**src/hdl/rhc_pdiv.sv**
```systemverilog
`default_nettype none
// ----------------------------------------------------------------------------
// rhc_pdiv
// Pipelined restoring divider, one quotient bit per stage, with a sideband
// that moves in step. Requires num[NW-1:QW] < den.
// ----------------------------------------------------------------------------
module rhc_pdiv #(
	parameter int NW = 36,
	parameter int DW = 20,
	parameter int QW = 16,
	parameter int SW = 2
) (
	input  wire logic          clk,
	input  wire logic          arst_n,
	input  wire logic          en,
	input  wire logic [NW-1:0] num,
	input  wire logic [DW-1:0] den,
	input  wire logic [SW-1:0] side_in,
	output logic      [QW-1:0] quo,
	output logic      [DW-1:0] rem,
	output logic      [SW-1:0] side_out
);

	logic [DW-1:0] rem_s  [1:QW];
	logic [QW-1:0] low_s  [1:QW];
	logic [QW-1:0] quo_s  [1:QW];
	logic [DW-1:0] den_s  [1:QW];
	logic [SW-1:0] side_s [1:QW];

	for (genvar k = 1; k <= QW; k++) begin : g_stage
		logic [DW-1:0] rem_p;
		logic [QW-1:0] low_p;
		logic [QW-1:0] quo_p;
		logic [DW-1:0] den_p;
		logic [SW-1:0] side_p;
		logic [DW:0]   trial;
		logic          ge;

		if (k == 1) begin : g_first
			assign rem_p  = DW'(num[NW-1:QW]);
			assign low_p  = num[QW-1:0];
			assign quo_p  = '0;
			assign den_p  = den;
			assign side_p = side_in;
		end else begin : g_next
			assign rem_p  = rem_s[k-1];
			assign low_p  = low_s[k-1];
			assign quo_p  = quo_s[k-1];
			assign den_p  = den_s[k-1];
			assign side_p = side_s[k-1];
		end

		assign trial = {rem_p, low_p[QW-1]};
		assign ge    = trial >= {1'b0, den_p};

		always_ff @(posedge clk or negedge arst_n) begin
			if (!arst_n) begin
				side_s[k] <= '0;
			end else if (en) begin
				side_s[k] <= side_p;
			end
		end

		always_ff @(posedge clk) begin
			if (en) begin
				rem_s[k] <= ge ? DW'(trial - {1'b0, den_p}) : trial[DW-1:0];
				low_s[k] <= {low_p[QW-2:0], 1'b0};
				quo_s[k] <= {quo_p[QW-2:0], ge};
				den_s[k] <= den_p;
			end
		end
	end

	assign quo      = quo_s[QW];
	assign rem      = rem_s[QW];
	assign side_out = side_s[QW];

endmodule
`default_nettype wire

```
**config.mk**
```make
export PLATFORM = sky130hd
export DESIGN_NAME = rhc_pdiv
export DESIGN_NICKNAME = d
export VERILOG_FILES = /design/src/hdl/rhc_pdiv.sv
export SDC_FILE = /design/constraint.sdc
export NUM_CORES = 2
export LEC_CHECK = 0
export BUFFER_PORTS_ARGS = -buffer_cell sky130_fd_sc_hd__buf_2
export CORE_MARGIN = 4
export CORE_UTILIZATION = 45
export CTS_CLUSTER_SIZE = 12
export DETAILED_ROUTE_END_ITERATION = 6
export PLACE_DENSITY = 0.68
export REMOVE_ABC_BUFFERS = 1
export SETUP_SLACK_MARGIN = 0.5
export SLEW_MARGIN = 40
export SYNTH_ARGS = -nofsm -noshare
export SYNTH_HDL_FRONTEND = slang
export SYNTH_SLANG_ARGS = --single-unit
```
**constraint.sdc**
```tcl
create_clock -name clk -period 4 [get_ports clk]
set_clock_uncertainty 0.2 [all_clocks]
set_input_delay 0.4 -clock clk [delete_from_list [all_inputs] [get_ports clk]]
set_output_delay 0.4 -clock clk [all_outputs]
set_load 0.005 [all_outputs]
```
==> reports/summary.md <==
### Place
• 0.931 — final weighted congestion in routability-driven placement
• 5532 — count of placed standard cells including taps
• 75.4 mm — DP HPWL
• 51300 um^2 — area after detailed placement
• 98 — IO Port Bufs

### Power
• 780 nW/um^2 — power density over the cells
• 0.439 — share of power burned in combinational logic
• 401 uV — VDD IR max
• 28.1 mW — P_int
• 22.6 nW — leak pwr
• 0.345 — register share of total power
• 0.217 — clock network fraction of design power
• 15.2 mW — net switching power
• 0.351 — switching share of total power

### Clock tree
• sky130_fd_sc_hd__clkbuf_16 — root buf cell
• 908 — # clock sinks
• 3 — number of H-tree branching levels
• 0.06 ns — clock transition at the register clock pins on the worst setup and hold paths after CTS
• 103 — total clock buffers created by CTS
• 3 — worst-case clock buffer depth
• 0.67 ns — clock latency at the later pin of the worst-skew pair
• yes — TritonCTS clock tree

### Route
• 0 — Detail Route Antenna Nets
• 31300 — via count
• 1371 — number of DRC violations after detailed-routing iteration 0
• 5.41 — vias per cell
• 17.4 um — WL/cell
• 6 — detailed-router iteration count before antenna repair
• 101 mm — routed wire length
• 0 — remaining design rule violation count

### STA
• 0.0522 ns — worst hold margin
• 0.702 ns — slew at the pin closest to its max-slew limit
• 0.532 — tightest slew margin relative to the limit
• yes — RSZ-0062 raised after global routing
• 0 — count of final setup violators
• 291 MHz — maximum clock frequency
• 0 — number of hold-slack violations in the final timing report
• 0 ns — TNS Setup
• 0 — pins over their slew limit
• 0.858 — portion of the clock cycle consumed by the worst path in the final layout
• 3.43 ns — min Tclk post-route

### Global routing
• 89 — largest net degree at the start of global routing
• 0.177 — total global-route track usage
• 162 mm — global-route wire length before repair
• 0 — overall overflow remaining after global route
• 32700 — vias in the first global route
• 0 — antenna violations before repair

### Logic synthesis
• 48800 um^2 — total standard cell area after synthesis
• 0 — Yosys warnings
• 12.0 um^2 — Syn Area/Cell
• 4057 — gate count of the mapped netlist
• sky130_fd_sc_hd__edfxtp_1 — dominant register cell in the synthesized netlist
• 0.0352 — Async S/R FF share, synth
• 0.555 — sequential area share after synthesis
• 104 — library cells used by synthesis
• 876 — number of synthesized flops with an enable pin
• 908 — total of flip-flops plus latches after synthesis

### Setup path
• 1 — crit path buf inv count
• 4.21 ns — required time at the worst-slack endpoint
• 8 — cells on worst reg2reg path
• rem_s[0][64]$_DFFE_PP_ — end of the worst register-to-register path
• 12 — biggest fanout along the worst timing path
• 3.64 ns — Data arrival, critical path
• 8 — logic depth of the worst setup path including buffers
• reg -> reg — crit path kind
• register — Worst Setup Start Kind
• simple AND/OR/NAND/NOR gates — gate family responsible for the most delay along the worst path
• sky130_fd_sc_hd__nand4_1 — critical path's most frequent cell
• 0.46 ns — maximum single-stage delay on the critical path
• register — crit path capture type
• rem_s[0][51]$_DFFE_PP_ — start point of the critical path
• 0.57 ns — slack of the worst reg-to-reg path
• sky130_fd_sc_hd__nand4_1 — Slowest-stage cell, CP
• rem_s[0][51]$_DFFE_PP_ — Reg-to-Reg Start
• ha_1 -> nand4_1 -> nor2_1 -> nand4_1 -> o21ai_2 -> a31oi_4 -> clkinv_4 -> mux2_1 — crit-path cells

### Worst hold path
• in -> reg — HP Class
• 1 — cell depth of the worst min-delay path
• den_s[0][262]$_DFFE_PP_ — endpoint with the worst hold slack
• en — origin of the worst min-delay path

### Finish
• 4699 — final-stage net count
• 0.517 — final core utilization
• 5789 — non-filler instance count after layout
• 55500 um^2 — Non-Filler Cell Area, Final
• 13.7% — P&R area growth vs syn
• 0.135 — layout cell share with drive strength beyond 1
• 0 — diodes inserted

### Flow run
• 0 — Max-cap violations

### Floorplanning
• 114000 um^2 — die outline area
• 0.455 — starting density of the core
• 337 um — Die Y
• 107000 um^2 — placeable core area
• 120 — row count
• 337 um — die extent in x
• 99 — # IOs

### Run status
• completed — outcome

==> layout by cell type (no fill, tap or decap), types with 32 or more instances in the layout <==
cell	n
sky130_fd_sc_hd__a211oi_1	38
sky130_fd_sc_hd__a21o_1	127
sky130_fd_sc_hd__a21oi_1	235
sky130_fd_sc_hd__buf_2	97
sky130_fd_sc_hd__buf_4	51
sky130_fd_sc_hd__clkbuf_16	104
sky130_fd_sc_hd__dfrtp_1	32
sky130_fd_sc_hd__dlygate4sd3_1	58
sky130_fd_sc_hd__edfxtp_1	876
sky130_fd_sc_hd__ha_1	320
sky130_fd_sc_hd__inv_1	428
sky130_fd_sc_hd__mux2_2	148
sky130_fd_sc_hd__mux2_4	45
sky130_fd_sc_hd__nand2_1	246
sky130_fd_sc_hd__nand2b_1	34
sky130_fd_sc_hd__nand3_1	72
sky130_fd_sc_hd__nand4_1	42
sky130_fd_sc_hd__nor2_1	234
sky130_fd_sc_hd__nor2b_1	56
sky130_fd_sc_hd__nor3_1	61
sky130_fd_sc_hd__o21a_1	50
sky130_fd_sc_hd__o21ai_0	203
sky130_fd_sc_hd__xnor2_1	149
sky130_fd_sc_hd__xor2_1	73
==> stage by stage <==
| step | total power, mW | worst slack, ns |
|---|---|---|
| floorplan | 28.9 | 0.420 |
| detailed placement | 33.7 | 0.289 |
| finish | 43.3 | 0.568 |
| CTS | 43.4 | 0.511 |
| global route | 46.3 | 0.465 |
| global placement | 33.4 | 0.197 |
==> worst max path at each step <==
stage	to	slack [ns]
floorplan	rem_s[0][182]$_DFFE_PP_	0.42
global placement	rem_s[0][282]$_DFFE_PP_	0.20
detailed placement	rem_s[0][64]$_DFFE_PP_	0.29
CTS	rem_s[0][170]$_DFFE_PP_	0.51
global route	rem_s[0][192]$_DFFE_PP_	0.46
finish	rem_s[0][64]$_DFFE_PP_	0.57
==> cell type report <==
class                      instances  area [um^2]
inverter                         431         1630
timing repair buffer             224         1790
fill                            9044        51800
clock buffer                     139         2810
timing repair inverter             1         5.00
multi-input combinational       2633        19900
tap                             1403         1760
clock inverter                    50          584
sequential                       908        27100
==> power by group through the flow <==
| stage | Clock (mW) | Sequential [mW] | Combinational (mW) |
|---|---|---|---|
| 2_1_floorplan | 0 | 14.7 | 14.2 |
| 3_3_place_gp | 0 | 15.1 | 18.3 |
| 3_5_place_dp | 0 | 15.1 | 18.5 |
| 4_1_cts | 9.66 | 15.0 | 18.8 |
| 5_1_grt | 10.1 | 15.2 | 21.0 |
| 6_report | 9.38 | 14.9 | 19.0 |
==> flip-flops by register name, indices dropped and copies added (netlist names) <==
signal / cells
rem_s: 320
den_s: 300
quo_s: 136
low_s: 120
g_stage.side_p: 30
side_out: 2
==> cell usage after synthesis, types with 56 or more instances <==
cell / n / area share
sky130_fd_sc_hd__nand3_1: 72 / 0.0074
sky130_fd_sc_hd__nor3_1: 61 / 0.0063
sky130_fd_sc_hd__inv_1: 428 / 0.033
sky130_fd_sc_hd__xnor2_1: 149 / 0.027
sky130_fd_sc_hd__xor2_1: 73 / 0.013
sky130_fd_sc_hd__a21o_1: 128 / 0.020
sky130_fd_sc_hd__nand2_1: 246 / 0.019
sky130_fd_sc_hd__o21ai_0: 205 / 0.021
sky130_fd_sc_hd__ha_1: 320 / 0.082
sky130_fd_sc_hd__nor2b_1: 56 / 0.0072
sky130_fd_sc_hd__edfxtp_1: 876 / 0.54
sky130_fd_sc_hd__nor2_1: 234 / 0.018
sky130_fd_sc_hd__mux2_2: 148 / 0.034
sky130_fd_sc_hd__a21oi_1: 238 / 0.024
==> repair_timing <==
| item | in CTS | in global routing |
|---|---|---|
| gates cloned | 1 | 2 |
| buffers inserted | 0 | 7 |
| endpoints found under the hold margin | 89 | 0 |
| setup endpoints to repair | 43 | 165 |
| gates resized for setup | 7 | 28 |
| hold buffers | 58 | 0 |
| pin swaps | 1 | 5 |
==> metal layers <==
metal / GRT usage / part of all wire / vias to the layer above
met5: 0 / 0 / -
met4: 0.111 / 0.071 / 0
met3: 0.0248 / 0.027 / 334
met2: 0.367 / 0.57 / 618
met1: 0.156 / 0.33 / 14900
li1: - / - / 15500
==> cell families after synthesis <==
logic type               count (synthesis)  synth area share
AND/OR/NAND/NOR                        876            0.0861
multiplexers                           241            0.0583
buffers and inverters                  518            0.0424
adder cells (fa/ha/maj)                336            0.0885
flip-flops                             908             0.555
AO/OA/AOI/OAI                          956             0.130
XOR/XNOR                               222            0.0398
Note: power is estimated with default switching activity, not from simulation.
